===== config.mk =====
export PLATFORM = sky130hd
export DESIGN_NAME = card_access_controller_flat
export DESIGN_NICKNAME = d
export VERILOG_FILES = /design/src/hw/rtl/cac_pkg.sv /design/src/hw/rtl/cac_ifs.sv /design/src/hw/rtl/cac_front.sv /design/src/hw/rtl/cac_queue.sv /design/src/hw/rtl/cac_back.sv /design/src/hw/rtl/card_access_controller.sv /design/src/flat_wrapper.sv
export SDC_FILE = /design/constraint.sdc
export NUM_CORES = 1
export LEC_CHECK = 0
export BUFFER_PORTS_ARGS = -buffer_cell sky130_fd_sc_hd__buf_2
export CAP_MARGIN = 10
export CORE_AREA = 2 2 345 347
export DETAILED_ROUTE_END_ITERATION = 10
export DIE_AREA = 0 0 347 349
export GPL_TIMING_DRIVEN = 0
export SLEW_MARGIN = 20
export SYNTH_ARGS = -nofsm -noshare
export SYNTH_HDL_FRONTEND = slang
export SYNTH_SLANG_ARGS = --single-unit

===== constraint.sdc =====
create_clock -name clk -period 4.2 [get_ports clk]
set_clock_uncertainty 0.05 [all_clocks]
set_input_delay 0.84 -clock clk [delete_from_list [all_inputs] [get_ports clk]]
set_output_delay 0.84 -clock clk [all_outputs]
set_load 0.005 [all_outputs]

===== src/hw/rtl/cac_pkg.sv =====
// ----------------------------------------------------------------------------
// cac_pkg
// Types and codes shared by the card access controller modules.
// ----------------------------------------------------------------------------
package cac_pkg;

	localparam int CARD_W    = 16;
	localparam int CFG_W     = 16;
	localparam int CFG_IDX_W = 3;
	localparam int QDEPTH    = 2;

	// configuration register indexes
	localparam logic [CFG_IDX_W-1:0] REG_ADD_SUP       = 3'd0;
	localparam logic [CFG_IDX_W-1:0] REG_ERASE_SUP     = 3'd1;
	localparam logic [CFG_IDX_W-1:0] REG_ERASE_ALL_SUP = 3'd2;
	localparam logic [CFG_IDX_W-1:0] REG_OPEN_TICKS    = 3'd3;
	localparam logic [CFG_IDX_W-1:0] REG_WAIT_TICKS    = 3'd4;

	// register reset values
	localparam logic [CFG_W-1:0] RST_ADD_SUP       = 16'd24151;
	localparam logic [CFG_W-1:0] RST_ERASE_SUP     = 16'd35907;
	localparam logic [CFG_W-1:0] RST_ERASE_ALL_SUP = 16'd41255;
	localparam logic [CFG_W-1:0] RST_OPEN_TICKS    = 16'd2000;
	localparam logic [CFG_W-1:0] RST_WAIT_TICKS    = 16'd3000;

	// event command codes
	localparam logic CMD_CARD = 1'b0;
	localparam logic CMD_TICK = 1'b1;

	// empty table slot
	localparam logic [CARD_W-1:0] EMPTY_SLOT = 16'h0000;

	// controller modes
	localparam logic [1:0] MODE_IDLE  = 2'd0;
	localparam logic [1:0] MODE_OPEN  = 2'd1;
	localparam logic [1:0] MODE_ERASE = 2'd2;
	localparam logic [1:0] MODE_ADD   = 2'd3;

	// result status codes
	localparam logic [3:0] STAT_NONE       = 4'd0;
	localparam logic [3:0] STAT_OPENED     = 4'd1;
	localparam logic [3:0] STAT_ADDED      = 4'd2;
	localparam logic [3:0] STAT_PRESENT    = 4'd3;
	localparam logic [3:0] STAT_FULL       = 4'd4;
	localparam logic [3:0] STAT_ERASED     = 4'd5;
	localparam logic [3:0] STAT_NOT_FOUND  = 4'd6;
	localparam logic [3:0] STAT_ALL_ERASED = 4'd7;
	localparam logic [3:0] STAT_REJECTED   = 4'd8;
	localparam logic [3:0] STAT_TIMEOUT    = 4'd9;
	localparam logic [3:0] STAT_CLOSED     = 4'd10;

	// card class decided in the front end
	typedef enum logic [1:0] {
		KIND_SUP_ADD       = 2'd0,
		KIND_SUP_ERASE     = 2'd1,
		KIND_SUP_ERASE_ALL = 2'd2,
		KIND_CARD          = 2'd3
	} kind_t;

	typedef struct packed {
		logic              command;
		logic [CARD_W-1:0] card_number;
		kind_t             kind;
	} item_t;

	typedef struct packed {
		logic [CFG_W-1:0] add_sup_id;
		logic [CFG_W-1:0] erase_sup_id;
		logic [CFG_W-1:0] erase_all_sup_id;
		logic [CFG_W-1:0] open_ticks;
		logic [CFG_W-1:0] wait_ticks;
	} cfg_t;

endpackage


===== src/hw/rtl/cac_ifs.sv =====
// ----------------------------------------------------------------------------
// cac channel interfaces
// Valid/ready channels for events into and results out of the controller.
// ----------------------------------------------------------------------------

// event channel: card read or timer tick
interface cac_event_if import cac_pkg::*; ();
	logic              valid;
	logic              ready;
	logic              command;
	logic [CARD_W-1:0] card_number;

	modport source(output valid, command, card_number, input ready);
	modport sink(input valid, command, card_number, output ready);
endinterface

// result channel: one result per event
interface cac_result_if;
	logic       valid;
	logic       ready;
	logic [1:0] mode;
	logic       door_open;
	logic       busy_blink;
	logic       ok_flash;
	logic [3:0] status;

	modport source(output valid, mode, door_open, busy_blink, ok_flash, status, input ready);
	modport sink(input valid, mode, door_open, busy_blink, ok_flash, status, output ready);
endinterface


===== src/hw/rtl/cac_front.sv =====
// ----------------------------------------------------------------------------
// cac_front
// Accepts events and classifies card numbers against the supervisor IDs.
// ----------------------------------------------------------------------------
module cac_front import cac_pkg::*; (
	cac_event_if.sink event_ch,
	input  cfg_t      cfg,
	input  logic      clearing,
	input  logic      q_full,
	output logic      push,
	output item_t     push_item
);

	kind_t kind;

	// supervisor match, first ID in register order wins
	always_comb begin
		if (event_ch.card_number == cfg.add_sup_id) begin
			kind = KIND_SUP_ADD;
		end else if (event_ch.card_number == cfg.erase_sup_id) begin
			kind = KIND_SUP_ERASE;
		end else if (event_ch.card_number == cfg.erase_all_sup_id) begin
			kind = KIND_SUP_ERASE_ALL;
		end else begin
			kind = KIND_CARD;
		end
	end

	// no transaction while the table is being swept
	assign event_ch.ready = !q_full && !clearing;
	assign push = event_ch.valid && event_ch.ready;

	assign push_item.command     = event_ch.command;
	assign push_item.card_number = event_ch.card_number;
	assign push_item.kind        = kind;

endmodule


===== src/hw/rtl/cac_queue.sv =====
// ----------------------------------------------------------------------------
// cac_queue
// Short FIFO of classified events between the front and back ends.
// ----------------------------------------------------------------------------
module cac_queue import cac_pkg::*; (
	input  logic  clk,
	input  logic  arst_n,
	input  logic  push,
	input  item_t push_item,
	output logic  full,
	input  logic  pop,
	output item_t pop_item,
	output logic  not_empty
);

	localparam int PTR_W = (QDEPTH > 1) ? $clog2(QDEPTH) : 1;
	localparam int CNT_W = $clog2(QDEPTH + 1);
	localparam logic [PTR_W-1:0] LAST_PTR = PTR_W'(QDEPTH - 1);

	item_t            slot_q [QDEPTH];
	logic [PTR_W-1:0] wr_ptr_q;
	logic [PTR_W-1:0] rd_ptr_q;
	logic [CNT_W-1:0] count_q;

	assign full      = (count_q == CNT_W'(QDEPTH));
	assign not_empty = (count_q != '0);
	assign pop_item  = slot_q[rd_ptr_q];

	// storage
	always_ff @(posedge clk) begin
		if (push) begin
			slot_q[wr_ptr_q] <= push_item;
		end
	end

	// pointers and fill count
	always_ff @(posedge clk or negedge arst_n) begin
		if (!arst_n) begin
			wr_ptr_q <= '0;
			rd_ptr_q <= '0;
			count_q  <= '0;
		end else begin
			if (push) begin
				wr_ptr_q <= (wr_ptr_q == LAST_PTR) ? '0 : wr_ptr_q + 1'b1;
			end
			if (pop) begin
				rd_ptr_q <= (rd_ptr_q == LAST_PTR) ? '0 : rd_ptr_q + 1'b1;
			end
			if (push && !pop) begin
				count_q <= count_q + 1'b1;
			end else if (pop && !push) begin
				count_q <= count_q - 1'b1;
			end
		end
	end

endmodule


===== src/hw/rtl/cac_back.sv =====
// ----------------------------------------------------------------------------
// cac_back
// Executes events: card table scan, mode/countdown update, table writes,
// clearing sweep and the result register.
// ----------------------------------------------------------------------------
module cac_back import cac_pkg::*; #(
	parameter int TABLE_ENTRIES = 32
) (
	input  logic clk,
	input  logic arst_n,
	input  cfg_t cfg,
	input  logic q_valid,
	input  item_t q_item,
	output logic pop,
	output logic clearing,
	cac_result_if.source result_ch
);

	localparam int IDX_W = (TABLE_ENTRIES > 1) ? $clog2(TABLE_ENTRIES) : 1;
	localparam logic [IDX_W-1:0] LAST_IDX = IDX_W'(TABLE_ENTRIES - 1);

	typedef enum logic [4:0] {
		S_CLEAR = 5'b00001,
		S_IDLE  = 5'b00010,
		S_SCAN  = 5'b00100,
		S_DRAIN = 5'b01000,
		S_EXEC  = 5'b10000
	} state_t;

	state_t            state_q;
	logic [IDX_W-1:0]  addr_q;
	item_t             cur_q;
	logic              found_hit_q;
	logic [IDX_W-1:0]  hit_idx_q;
	logic              found_empty_q;
	logic [IDX_W-1:0]  empty_idx_q;
	logic [CARD_W-1:0] rd_data_s1;
	logic              rd_vld_s1;
	logic [IDX_W-1:0]  rd_idx_s1;
	logic [1:0]        mode_q;
	logic [CFG_W-1:0]  countdown_q;

	logic              out_valid_q;
	logic [1:0]        out_mode_q;
	logic              out_ok_q;
	logic [3:0]        out_status_q;

	logic [CARD_W-1:0] table_mem [TABLE_ENTRIES];

	logic              wr_en;
	logic [IDX_W-1:0]  wr_addr;
	logic [CARD_W-1:0] wr_data;

	logic              out_free;
	logic              fire_exec;
	logic              reg_card;
	logic              new_card;
	logic [1:0]        nxt_mode;
	logic [CFG_W-1:0]  nxt_cd;
	logic [3:0]        res_status;
	logic              res_ok;
	logic              tbl_we;
	logic [IDX_W-1:0]  tbl_addr;
	logic [CARD_W-1:0] tbl_data;
	logic              do_clear;

	assign out_free  = !out_valid_q || result_ch.ready;
	assign fire_exec = (state_q == S_EXEC) && out_free;
	assign pop       = (state_q == S_IDLE) && q_valid;
	assign clearing  = (state_q == S_CLEAR);

	// table write port: sweep or single-entry update
	assign wr_en   = (state_q == S_CLEAR) || (fire_exec && tbl_we);
	assign wr_addr = (state_q == S_CLEAR) ? addr_q : tbl_addr;
	assign wr_data = (state_q == S_CLEAR) ? EMPTY_SLOT : tbl_data;

	// card table memory, registered read
	always_ff @(posedge clk) begin
		if (wr_en) begin
			table_mem[wr_addr] <= wr_data;
		end
		rd_data_s1 <= table_mem[addr_q];
		rd_idx_s1  <= addr_q;
	end

	assign reg_card = (cur_q.kind == KIND_CARD) && found_hit_q;
	assign new_card = (cur_q.kind == KIND_CARD) && !found_hit_q;

	// event execution
	always_comb begin
		nxt_mode   = mode_q;
		nxt_cd     = countdown_q;
		res_status = STAT_NONE;
		res_ok     = 1'b0;
		tbl_we     = 1'b0;
		tbl_addr   = hit_idx_q;
		tbl_data   = EMPTY_SLOT;
		do_clear   = 1'b0;
		if (cur_q.command == CMD_TICK) begin
			if (mode_q != MODE_IDLE) begin
				if (countdown_q <= 16'd1) begin
					nxt_cd     = '0;
					res_status = (mode_q == MODE_OPEN) ? STAT_CLOSED : STAT_TIMEOUT;
					nxt_mode   = MODE_IDLE;
				end else begin
					nxt_cd = countdown_q - 1'b1;
				end
			end
		end else begin
			case (mode_q)
				MODE_IDLE: begin
					if (reg_card) begin
						nxt_mode   = MODE_OPEN;
						nxt_cd     = cfg.open_ticks;
						res_status = STAT_OPENED;
					end else if (cur_q.kind == KIND_SUP_ERASE_ALL) begin
						do_clear   = 1'b1;
						res_status = STAT_ALL_ERASED;
						res_ok     = 1'b1;
					end else if (cur_q.kind == KIND_SUP_ERASE) begin
						nxt_mode = MODE_ERASE;
						nxt_cd   = cfg.wait_ticks;
					end else if (cur_q.kind == KIND_SUP_ADD) begin
						nxt_mode = MODE_ADD;
						nxt_cd   = cfg.wait_ticks;
					end else begin
						res_status = STAT_REJECTED;
					end
				end
				MODE_OPEN: begin
					nxt_mode   = MODE_IDLE;
					res_status = STAT_CLOSED;
				end
				MODE_ERASE: begin
					nxt_mode = MODE_IDLE;
					if (reg_card) begin
						tbl_we     = 1'b1;
						res_status = STAT_ERASED;
						res_ok     = 1'b1;
					end else begin
						res_status = STAT_NOT_FOUND;
					end
				end
				default: begin
					// add mode
					nxt_mode = MODE_IDLE;
					if (new_card) begin
						if (cur_q.card_number == EMPTY_SLOT) begin
							res_status = STAT_REJECTED;
						end else begin
							res_ok = 1'b1;
							if (found_empty_q) begin
								tbl_we     = 1'b1;
								tbl_addr   = empty_idx_q;
								tbl_data   = cur_q.card_number;
								res_status = STAT_ADDED;
							end else begin
								res_status = STAT_FULL;
							end
						end
					end else if (reg_card) begin
						res_status = STAT_PRESENT;
					end else begin
						res_status = STAT_REJECTED;
					end
				end
			endcase
		end
	end

	// sequencer, scan results and result register
	always_ff @(posedge clk or negedge arst_n) begin
		if (!arst_n) begin
			state_q       <= S_CLEAR;
			addr_q        <= '0;
			cur_q         <= '0;
			found_hit_q   <= 1'b0;
			hit_idx_q     <= '0;
			found_empty_q <= 1'b0;
			empty_idx_q   <= '0;
			rd_vld_s1     <= 1'b0;
			mode_q        <= MODE_IDLE;
			countdown_q   <= '0;
			out_valid_q   <= 1'b0;
			out_mode_q    <= MODE_IDLE;
			out_ok_q      <= 1'b0;
			out_status_q  <= STAT_NONE;
		end else begin
			rd_vld_s1 <= (state_q == S_SCAN);

			// first match and first empty slot, in table order
			if (rd_vld_s1) begin
				if (!found_hit_q && (cur_q.card_number != EMPTY_SLOT)
						&& (rd_data_s1 == cur_q.card_number)) begin
					found_hit_q <= 1'b1;
					hit_idx_q   <= rd_idx_s1;
				end
				if (!found_empty_q && (rd_data_s1 == EMPTY_SLOT)) begin
					found_empty_q <= 1'b1;
					empty_idx_q   <= rd_idx_s1;
				end
			end

			case (state_q)
				S_CLEAR: begin
					if (addr_q == LAST_IDX) begin
						addr_q  <= '0;
						state_q <= S_IDLE;
					end else begin
						addr_q <= addr_q + 1'b1;
					end
				end
				S_IDLE: begin
					if (q_valid) begin
						cur_q         <= q_item;
						addr_q        <= '0;
						found_hit_q   <= 1'b0;
						found_empty_q <= 1'b0;
						state_q       <= (q_item.command == CMD_TICK) ? S_EXEC : S_SCAN;
					end
				end
				S_SCAN: begin
					if (addr_q == LAST_IDX) begin
						addr_q  <= '0;
						state_q <= S_DRAIN;
					end else begin
						addr_q <= addr_q + 1'b1;
					end
				end
				S_DRAIN: begin
					state_q <= S_EXEC;
				end
				S_EXEC: begin
					if (out_free) begin
						mode_q      <= nxt_mode;
						countdown_q <= nxt_cd;
						addr_q      <= '0;
						state_q     <= do_clear ? S_CLEAR : S_IDLE;
					end
				end
				default: begin
					state_q <= S_IDLE;
				end
			endcase

			// result register
			if (fire_exec) begin
				out_valid_q  <= 1'b1;
				out_mode_q   <= nxt_mode;
				out_ok_q     <= res_ok;
				out_status_q <= res_status;
			end else if (result_ch.ready) begin
				out_valid_q <= 1'b0;
			end
		end
	end

	assign result_ch.valid      = out_valid_q;
	assign result_ch.mode       = out_mode_q;
	assign result_ch.door_open  = (out_mode_q == MODE_OPEN);
	assign result_ch.busy_blink = (out_mode_q == MODE_ERASE) || (out_mode_q == MODE_ADD);
	assign result_ch.ok_flash   = out_ok_q;
	assign result_ch.status     = out_status_q;

endmodule


===== src/hw/rtl/card_access_controller.sv =====
// ----------------------------------------------------------------------------
// card_access_controller
// Door access controller with a card whitelist table and supervisor cards.
// ----------------------------------------------------------------------------
// Each event (card read or timer tick) yields exactly one result transaction.
// A tick skips the table; a card read scans the card table linearly through
// its single read port. After reset, and after an erase-all card taken in
// idle mode, the table is swept to empty one entry per cycle; the event
// channel is not ready during the sweep, configuration writes are taken at
// any time. A two-entry queue between classification and execution lets
// events be taken while a result waits on the output.
module card_access_controller import cac_pkg::*; #(
	parameter int TABLE_ENTRIES = 32
) (
	input  logic                 clk,
	input  logic                 arst_n,
	cac_event_if.sink            event_ch,
	cac_result_if.source         result_ch,
	input  logic                 cfg_we,
	input  logic [CFG_IDX_W-1:0] cfg_index,
	input  logic [CFG_W-1:0]     cfg_data
);

	cfg_t  cfg_q;
	logic  clearing;
	logic  q_full;
	logic  push;
	item_t push_item;
	logic  pop;
	item_t pop_item;
	logic  q_valid;

	// configuration registers
	always_ff @(posedge clk or negedge arst_n) begin
		if (!arst_n) begin
			cfg_q.add_sup_id       <= RST_ADD_SUP;
			cfg_q.erase_sup_id     <= RST_ERASE_SUP;
			cfg_q.erase_all_sup_id <= RST_ERASE_ALL_SUP;
			cfg_q.open_ticks       <= RST_OPEN_TICKS;
			cfg_q.wait_ticks       <= RST_WAIT_TICKS;
		end else if (cfg_we) begin
			case (cfg_index)
				REG_ADD_SUP:       cfg_q.add_sup_id       <= cfg_data;
				REG_ERASE_SUP:     cfg_q.erase_sup_id     <= cfg_data;
				REG_ERASE_ALL_SUP: cfg_q.erase_all_sup_id <= cfg_data;
				REG_OPEN_TICKS:    cfg_q.open_ticks       <= cfg_data;
				REG_WAIT_TICKS:    cfg_q.wait_ticks       <= cfg_data;
				default: begin
				end
			endcase
		end
	end

	cac_front u_front (
		.event_ch  (event_ch),
		.cfg       (cfg_q),
		.clearing  (clearing),
		.q_full    (q_full),
		.push      (push),
		.push_item (push_item)
	);

	cac_queue u_queue (
		.clk       (clk),
		.arst_n    (arst_n),
		.push      (push),
		.push_item (push_item),
		.full      (q_full),
		.pop       (pop),
		.pop_item  (pop_item),
		.not_empty (q_valid)
	);

	cac_back #(
		.TABLE_ENTRIES (TABLE_ENTRIES)
	) u_back (
		.clk       (clk),
		.arst_n    (arst_n),
		.cfg       (cfg_q),
		.q_valid   (q_valid),
		.q_item    (pop_item),
		.pop       (pop),
		.clearing  (clearing),
		.result_ch (result_ch)
	);

endmodule


===== src/flat_wrapper.sv =====
// flat-port wrapper written by rule: the top's interface ports become plain ports
module card_access_controller_flat import cac_pkg::*;
#(
	parameter int TABLE_ENTRIES = 32
)
  (clk, arst_n, cfg_we, cfg_index, cfg_data, event_ch_valid, event_ch_command, event_ch_card_number, event_ch_ready, result_ch_valid, result_ch_mode, result_ch_door_open, result_ch_busy_blink, result_ch_ok_flash, result_ch_status, result_ch_ready);
  cac_event_if event_ch_i ();
  cac_result_if result_ch_i ();
  input  logic clk;
  input  logic arst_n;
  input  logic cfg_we;
  input  logic [CFG_IDX_W-1:0] cfg_index;
  input  logic [CFG_W-1:0] cfg_data;
  input wire logic [$bits(event_ch_i.valid)-1:0] event_ch_valid;
  input wire logic [$bits(event_ch_i.command)-1:0] event_ch_command;
  input wire logic [$bits(event_ch_i.card_number)-1:0] event_ch_card_number;
  output wire logic [$bits(event_ch_i.ready)-1:0] event_ch_ready;
  output wire logic [$bits(result_ch_i.valid)-1:0] result_ch_valid;
  output wire logic [$bits(result_ch_i.mode)-1:0] result_ch_mode;
  output wire logic [$bits(result_ch_i.door_open)-1:0] result_ch_door_open;
  output wire logic [$bits(result_ch_i.busy_blink)-1:0] result_ch_busy_blink;
  output wire logic [$bits(result_ch_i.ok_flash)-1:0] result_ch_ok_flash;
  output wire logic [$bits(result_ch_i.status)-1:0] result_ch_status;
  input wire logic [$bits(result_ch_i.ready)-1:0] result_ch_ready;
  assign event_ch_i.valid = event_ch_valid;
  assign event_ch_i.command = event_ch_command;
  assign event_ch_i.card_number = event_ch_card_number;
  assign event_ch_ready = event_ch_i.ready;
  assign result_ch_valid = result_ch_i.valid;
  assign result_ch_mode = result_ch_i.mode;
  assign result_ch_door_open = result_ch_i.door_open;
  assign result_ch_busy_blink = result_ch_i.busy_blink;
  assign result_ch_ok_flash = result_ch_i.ok_flash;
  assign result_ch_status = result_ch_i.status;
  assign result_ch_i.ready = result_ch_ready;
  card_access_controller #(.TABLE_ENTRIES(TABLE_ENTRIES)) u_core (.clk(clk), .arst_n(arst_n), .event_ch(event_ch_i), .result_ch(result_ch_i), .cfg_we(cfg_we), .cfg_index(cfg_index), .cfg_data(cfg_data));
endmodule

==> impl_metrics.ini, run 1 <==
[status]
status = complete, no violations

[clock_network]
cts_made_buffers = 77
hold_buffers = 0
htree_levels = 3
clk_pin_slew_ns = 0.06
insertion_delay_ns = 0.64
cts_buffer_depth = 3
clock-root-buffer = clkbuf_16
cts_tree = done
cts_sinks = 721

[global_routing]
track_usage_pct = 11.4
grt_pass1_wl_microns = 104000
grt_max_degree = 89
globalRouteOverflowTotal = 0
antenna_found_initial = 1
grt_pass1_vias = 16118

[sta]
setup_viol = 0
slew_headroom_pct = 27.3
min_period_ns = 4.03
hold_viol = 0
max_freq_mhz = 248
drv_slew = 0
finalSetupTns_ns = 0
finalCritPeriodShare_pct = 96.0
grt_setup_unrepaired = yes
worstMarginPinSlew_ns = 1.08

[min_path]
hp-class = in -> async

[floorplanning]
die_h_microns = 349
start_util_pct = 24.8
num_rows = 126
die_area_sq_um = 121000
pin_count = 52
dieWidth_microns = 347
core_sq_um = 117000

[synth]
syn_area_per_cell_sq_um = 18.2
synth-main-ff-cell = edfxtp_1
ys_seq_area_share_pct = 71.3
ys_types = 63
synthesis.area_sq_um = 29100
synth.top_cells.by_count = edfxtp_1 (550), mux4_2 (160), dfrtp_1 (113), mux2_2 (107), nor2_1 (84)
synth_area_leaders = edfxtp_1 (57%), mux4_2 (12%), dfrtp_1 (9.7%), mux2_2 (4.1%), dfstp_2 (3.3%)
post-synth-top-count-cell = edfxtp_1
synthArstFlopShare_pct = 20.8
synth_edf_count = 550
yosys_warnings = 0
synth_fp_nets = 1648
synth_top_area_share_pct = 56.8
syn_inst = 1601
synth_seq_cells = 721
yosysTopAreaCell = edfxtp_1

[worst_setup_path]
crit_chain = clkbuf_1 > clkbuf_1 > buf_1 > nor2_1 > a21oi_1 > nand4b_1 > nor2_2 > buf_8
cp.required_ns = 4.44
crit_family = buffers and inverters
max_stage_delay_ns = 0.65
crit_path_end_kind = register
path_depth = 8
critPathKind = reg -> reg
crit_top_cell = clkbuf_1
path_max_fanout = 10
ff2ff_path_depth = 8
crit_path_top_delay_cell = nor2_2
cp-start-kind = register
crit_buf_inv = 4
cp.arrival_ns = 4.28

[routing]
drc = 0
drt-initial-drc-count = 1505
viasPerCell = 4.61
final_antenna_net_count = 0
first_pass_iters = 5
num_vias = 15563
routed_wl_microns = 69600
wl_per_cell_microns = 20.6

[pwr]
p_total_mw = 17.5
vdd_drop_max_mv = 0.285
p_leak_nw = 12.6
power.density_nw_per_um2 = 507

[place]
dp.cells = 3237
dp_hpwl_microns = 48800
gp_congestion = 0.832
port_buffers = 50

[finish]
area_growth_pct = 18.7
post-route-util_pct = 29.4
drive_gt1_share_pct = 31.6
diodes = 0
fin_nets = 1827
fillers = 11379
layoutNonFillerInstCount = 3375

[flow_run]
drv_cap = 0
layout by cell type (no fill, tap or decap), types with 15 or more instances in the layout:
master and instances:
edfxtp_1 550, mux4_2 160, dfrtp_1 113, mux2_2 107, clkbuf_16 77, clkbuf_1 70, buf_2 70, nor2_1 60
nand2_1 59, a21oi_1 57, xnor2_1 46, o21ai_0 44, dfstp_2 37, xor2_1 24, nor2_2 24, mux2i_1 23
dfxtp_1 21, clkinv_1 20, nand4_1 18, nor3_1 18, buf_8 18, and2_2 16, buf_1 15
cell families (layout without fill, tap and decap cells):
logic type,count (synthesis),count (layout),share of synthesized area [%]
xor+xnor,70,70,2.11
buf+inv,92,330,1.23
compound gates,144,144,3.03
mux,290,290,17.3
simple gates,278,278,4.78
flops,721,721,71.3
fa+ha+maj,6,6,0.258
layout make-up:
type,count,area [sq um],area share (%)
buffer,78,308,0.891
clock buffer,92,1990,5.77
clock inverter,46,515,1.49
inverter,14,52.6,0.152
multi-input combinational,788,8210,23.8
sequential,721,20700,60.1
tap,1536,1920,5.57
timing repair buffer,100,788,2.28
worst paths after layout:
| kind | end | slack, ns | from |
|---|---|---|---|
| setup / recovery | u_core.u_back.table_mem[14][5] | 0.17 | u_core.u_back.addr_q[1] |
| hold / removal | u_core.cfg_q[18] | 0.1 | arst_n |
| setup reg to reg | u_core.u_back.table_mem[14][5] | 0.17 | u_core.u_back.addr_q[1] |
| hold reg to reg | u_core.u_back.rd_idx_s1[3] | 0.32 | u_core.u_back.addr_q[3] |
| max in group asynchronous | u_core.u_back.state_q[0] | 3.19 | arst_n |
| min in group clk | u_core.u_back.rd_idx_s1[3] | 0.32 | u_core.u_back.addr_q[3] |
report_power, final:
part	switching, mW	internal (mW)	total [mW]	leakage [nW]
clock network	2.81	3.91	6.72	1.22
registers	0.367	8.14	8.51	8.25
logic	1.35	0.932	2.28	3.12
total	4.52	13.0	17.5	12.6
layer usage:
metal,up-vias,part of all wire (%),wire (microns),global-route usage [%]
met1,8192,41,28700,14.5
met3,111,6.4,4480,2.32
met5,-,0,0,0
li1,6700,-,-,-
met4,0,3.3,2310,4.72
met2,560,49,34100,19.0
stage by stage:
stage / area, sq um / hold WS (ns) / setup slack, ns
after floorplan: 29100 / 0.295 / -0.166
after global placement: 31300 / 0.311 / -2.32
after detailed placement: 31900 / 0.321 / -0.187
after CTS: 34500 / 0.0911 / 0.0233
after global routing: 34500 / 0.111 / -0.0233
final: 34500 / 0.0959 / 0.168
state kept, by name, summed over array words and instances, names as in the netlist, 2 cells and up:
register	cells
u_core.u_back.rd_data_s1	16
u_core.u_back.table_mem	512
u_core.u_queue.count_q	2
u_core.u_back.mode_q	2
u_core.u_back.hit_idx_q	5
u_core.u_back.rd_idx_s1	5
u_core.u_back.empty_idx_q	5
u_core.cfg_q	80
u_core.u_back.addr_q	5
u_core.u_back.countdown_q	16
u_core.u_back.cur_q	19
u_core.u_back.state_q	5
u_core.u_back.result_ch.status	4
u_core.u_queue.slot_q	38
what timing repair did:
action / CTS / global route
endpoints found under the hold margin: 0 / 0
endpoints found under the setup margin: 41 / 40
resized for setup: 2 / 4
setup buffers: 0 / 0
No activity file was read; power rests on OpenSTA's default activity.
==> run 2, diff against run 1 <==
--- a/config.mk
+++ b/config.mk
@@ -8,9 +8,11 @@
 export BUFFER_PORTS_ARGS = -buffer_cell sky130_fd_sc_hd__buf_2
 export CAP_MARGIN = 10
 export CORE_AREA = 2 2 345 347
+export CTS_BUF_LIST = sky130_fd_sc_hd__clkbuf_16
 export DETAILED_ROUTE_END_ITERATION = 10
 export DIE_AREA = 0 0 347 349
 export GPL_TIMING_DRIVEN = 0
+export RECOVER_POWER = 50
 export SLEW_MARGIN = 20
 export SYNTH_ARGS = -nofsm -noshare
 export SYNTH_HDL_FRONTEND = slang
==> constraint.sdc (replaced) <==
create_clock -name clk -period 4.3 [get_ports clk]
set_clock_uncertainty 0.05 [all_clocks]
set_input_delay 0.86 -clock clk [delete_from_list [all_inputs] [get_ports clk]]
set_output_delay 0.86 -clock clk [all_outputs]
set_load 0.005 [all_outputs]
==> impl_metrics.ini, run 2 (synthesized netlist as in run 1, its figures left out) <==
[status]
status = finished, violations left
violations = max-capacitance violations, max-slew violations

[floorplanning]
pin_count = 52
die_area_sq_um = 121000
die_h_microns = 349
dieWidth_microns = 347
core_sq_um = 117000
start_util_pct = 24.8
num_rows = 126

[place]
dp_hpwl_microns = 48800
post_dp_cell_area_sq_um = 31900
pre_cts_slack_ns = -0.0875
port_buffers = 50
dp.cells = 3237
gp_congestion = 0.832

[pwr]
power.internal_mw = 12.6
pwr-share-comb_pct = 13.0
power.density_nw_per_um2 = 495
vdd_drop_max_mv = 0.280
p_sw_share_pct = 26.0
p_total_mw = 17.0
p_leak_nw = 12.5
seqPwrFrac_pct = 48.8
netSwitchingPower_mw = 4.42
clock_power_share_pct = 38.3

[sta]
max_freq_mhz = 242
drv_slew = 162
grt_setup_unrepaired = no
min_period_ns = 4.12
setup_ws_ns = 0.176
slew_headroom_pct = -131
setup_viol = 0
hold_viol = 0
worstMarginPinSlew_ns = 3.47
finalSetupTns_ns = 0
finalCritPeriodShare_pct = 95.9
holdWs_ns = 0.319

[routing]
drt-initial-drc-count = 1526
drc = 0
viasPerCell = 4.59
first_pass_iters = 7
wl_per_cell_microns = 20.7
final_antenna_net_count = 0
routed_wl_microns = 69800
num_vias = 15502

[finish]
reg_top3 = u_core.u_back.table_mem: 512 flops, u_core.cfg_q: 80 flops, u_core.u_queue.slot_q: 38 flops
regMostFlops = u_core.u_back.table_mem
largest_register_ffs = 512
layoutNonFillerInstCount = 3375
final_common_cell = edfxtp_1
drive_gt1_share_pct = 28.9
multi_input_area_sq_um = 8150
fillers = 11410
fin_nets = 1827
post-route-util_pct = 29.3
regArea_sq_um = 20700
fin_area_sq_um = 34400
diodes = 0
area_growth_pct = 18.3
final_cell_mix = edfxtp_1 (550), mux4_2 (160), dfrtp_1 (113), mux2_2 (105), clkbuf_1 (87)

[global_routing]
grt_max_degree = 89
grt_pass1_wl_microns = 104000
antenna_found_initial = 1
track_usage_pct = 11.4
globalRouteOverflowTotal = 0
grt_pass1_vias = 16118

[worst_setup_path]
cp.arrival_ns = 4.36
cp-start-kind = register
path_max_fanout = 9
crit_path_end_kind = register
cp.required_ns = 4.54
cp-startpoint = u_core.u_back.cur_q[2]
rrSetupSlack_ns = 0.18
critPathKind = reg -> reg
rr_startpoint = u_core.u_back.cur_q[2]

[clock_network]
cts_sinks = 721
clk_pin_slew_ns = 0.06
htree_levels = 3
cts_buffer_depth = 3
cts_made_buffers = 77
insertion_delay_ns = 0.64
cts_tree = done
post_cts_buffers = 0
clock-root-buffer = clkbuf_16

[min_path]
worstHoldStart = u_core.u_back.addr_q[3]
hp-class = reg -> reg

[flow_run]
drv_cap = 4
run 2: power by group through the flow:
stage / clock, mW / combinational [mW] / sequential (mW)
floorplan: 0 / 1.59 / 8.32
global placement: 0 / 2.15 / 8.41
detailed placement: 0 / 2.23 / 8.44
CTS: 6.66 / 2.24 / 8.30
global route: 6.94 / 2.42 / 8.36
finish: 6.52 / 2.21 / 8.31
run 2: path summary, 6_finish.rpt:
kind / to / depth (start not counted)
max reg2reg: u_core.u_back.table_mem[0][6] / 9
max: u_core.u_back.table_mem[0][6] / 9
min reg2reg: u_core.u_back.rd_idx_s1[3] / 0
min: u_core.u_back.rd_idx_s1[3] / 0
min in group asynchronous: u_core.cfg_q[18] / 1
max in group asynchronous: u_core.cfg_q[56] / 1
run 2: cell type report:
cell class              instances  share of cell area, %
plain buffers                  78                  0.895
inverters                      14                  0.153
clock inverters                61                   1.66
clock buffers                  77                   5.60
well taps                    1536                   5.59
repair buffers                100                   2.14
multi-input cells             788                   23.7
flip-flops and latches        721                   60.3
run 2: metal layers:
layer | vias to the layer above | track usage [%] | wire, microns
met5 | - | 0 | 0
met1 | 8197 | 14.5 | 29000
li1 | 6696 | - | -
met4 | 0 | 4.72 | 2330
met2 | 495 | 19.0 | 34200
met3 | 114 | 2.32 | 4270
run 2: timing repair:
action	4_1_cts	5_1_grt
setup endpoints to repair	11	30
gates resized for setup	1	3
hold buffers	0	0
pin swaps	0	0
run 2: worst max-delay path: stages, from the launching register on:
cell and delay, ns:
dfrtp_1 0.43, or4_1 0.62, or4_1 0.54, buf_6 0.17
a31oi_1 0.17, o2bb2ai_1 0.33, nand2_1 0.33, nor4_2 0.65
buf_4 0.27, buf_2 0.22
==> run 3, diff against run 2 <==
--- a/config.mk
+++ b/config.mk
@@ -7,12 +7,16 @@
 export LEC_CHECK = 0
 export BUFFER_PORTS_ARGS = -buffer_cell sky130_fd_sc_hd__buf_2
 export CAP_MARGIN = 10
+export CELL_PAD_IN_SITES_DETAIL_PLACEMENT = 0
+export CELL_PAD_IN_SITES_GLOBAL_PLACEMENT = 1
 export CORE_AREA = 2 2 345 347
 export CTS_BUF_LIST = sky130_fd_sc_hd__clkbuf_16
 export DETAILED_ROUTE_END_ITERATION = 10
 export DIE_AREA = 0 0 347 349
 export GPL_TIMING_DRIVEN = 0
+export PLACE_DENSITY_LB_ADDON = 0.1
 export RECOVER_POWER = 50
+export SKIP_LAST_GASP = 1
 export SLEW_MARGIN = 20
 export SYNTH_ARGS = -nofsm -noshare
 export SYNTH_HDL_FRONTEND = slang
==> impl_metrics.ini, run 3 (synthesized netlist as in run 1, its figures left out) <==
[pwr]
p_leak_nw = 12.9
p_total_mw = 18.0
vdd_drop_max_mv = 0.283
power.density_nw_per_um2 = 511

[global_routing]
grt_pass1_wl_microns = 126000
track_usage_pct = 14.8
globalRouteOverflowTotal = 0
grt_pass1_vias = 16100
grt_max_degree = 79
antenna_found_initial = 13

[finish]
reg_top3 = u_core.u_back.table_mem: 512 flops, u_core.cfg_q: 80 flops, u_core.u_queue.slot_q: 38 flops
largest_register_ffs = 512
final_common_cell = edfxtp_1
regMostFlops = u_core.u_back.table_mem
layoutNonFillerInstCount = 3413
fin_area_sq_um = 35300
final_cell_mix = edfxtp_1 (550), mux4_2 (160), dfrtp_1 (113), mux2_2 (107), clkbuf_16 (87)
post-route-util_pct = 30.0
drive_gt1_share_pct = 30.9
fin_nets = 1847
fillers = 11468
area_growth_pct = 21.2

[sta]
finalSetupTns_ns = 0
min_period_ns = 4.15
max_freq_mhz = 241
setup_ws_ns = 0.152
holdWs_ns = 0.355
hold_viol = 0
setup_viol = 0
worstMarginPinSlew_ns = 2.22
slew_headroom_pct = -47.8
grt_setup_unrepaired = yes
finalCritPeriodShare_pct = 96.5
drv_slew = 79

[routing]
wl_per_cell_microns = 26.2
final_antenna_net_count = 0
first_pass_iters = 5
drc = 0
routed_wl_microns = 89400
num_vias = 15629
viasPerCell = 4.58
drt-initial-drc-count = 1176

[place]
port_buffers = 50
dp.cells = 3233
dp_hpwl_microns = 61800
post_dp_cell_area_sq_um = 32100
pre_cts_slack_ns = -0.436
gp_congestion = 0.750

[min_path]
min_delay_path_depth = 0
hp-class = reg -> reg
holdPathEnd = u_core.u_back.rd_idx_s1[2]
worstHoldStart = u_core.u_back.addr_q[2]

[clock_network]
cts_buffer_depth = 3
cts_sinks = 721
cts_tree = done
clk_pin_slew_ns = 0.06
cts_made_buffers = 87
clock-root-buffer = clkbuf_16
htree_levels = 3
insertion_delay_ns = 0.66

[floorplanning]
num_rows = 126
die_area_sq_um = 121000
start_util_pct = 24.8
dieWidth_microns = 347
die_h_microns = 349
pin_count = 52
core_sq_um = 117000

[worst_setup_path]
critPathKind = reg -> reg
cp.required_ns = 4.61
crit_path_end_kind = register
rr_startpoint = u_core.u_back.cur_q[10]
r2r_end = u_core.u_back.table_mem[2][4]
ff2ff_path_depth = 8
cp-start-kind = register
rrSetupSlack_ns = 0.15
cp.arrival_ns = 4.45
path_max_fanout = 10

[status]
violations = max-capacitance violations, max-slew violations
status = finished, violations left

[flow_run]
drv_cap = 1
## run 3: timing repair
item	in CTS	in global routing
pin swaps	4	8
endpoints found under the setup margin	358	179
resized for setup	12	9
buffers inserted	6	9
hold buffers	1	0
endpoints found under the hold margin	11	0
## run 3: report_power, final
part	internal [mW]	switching [mW]
clock	4.35	2.99
combinational	0.897	1.44
sequential	7.95	0.389
total	13.2	4.82
## run 3: worst max-delay path by stage
stage                        startpoint                              end  slack (ns)  cells after the start
5_1_grt          u_core.u_back.cur_q[2]    u_core.u_back.table_mem[2][4]        -0.1                      8
3_3_place_gp   u_core.u_back.state_q[2]    u_core.u_back.table_mem[8][5]       -3.17                      7
2_1_floorplan    u_core.u_back.cur_q[5]    u_core.u_back.table_mem[0][0]       -0.07                      7
4_1_cts          u_core.u_back.cur_q[3]  u_core.u_back.table_mem[12][12]       -0.01                     10
3_5_place_dp     u_core.u_back.cur_q[3]   u_core.u_back.table_mem[20][7]       -0.44                      8
6_report        u_core.u_back.cur_q[10]    u_core.u_back.table_mem[2][4]        0.15                      8
## run 3: worst max-delay path, stage by stage, from the launching register on
cell and delay (ns):
dfrtp_1 0.47, or4_1 0.63, or4_1 0.51, buf_6 0.17, a31oi_1 0.16, o2bb2ai_1 0.37, nand4_1 0.60, nor2_2 0.63
buf_8 0.23
## run 3: routing by layer
metal | share of wire [%] | up-vias | global-route usage, %
met5 | 0 | - | 0
met4 | 2.4 | 0 | 4.57
met3 | 5.1 | 103 | 3.02
met2 | 45 | 358 | 22.2
met1 | 48 | 8385 | 21.4
li1 | - | 6783 | -
## run 3: layout make-up
type | instances | area, sq um | area share [%]
diodes | 5 | 12.5 | 0.0355
plain buffers | 75 | 305 | 0.866
clock buffers | 87 | 2180 | 6.18
clock inverters | 74 | 688 | 1.95
inverters | 14 | 52.6 | 0.149
multi-input cells | 788 | 8340 | 23.6
flip-flops and latches | 721 | 20700 | 58.8
well taps | 1536 | 1920 | 5.45
repair buffers | 113 | 1020 | 2.90
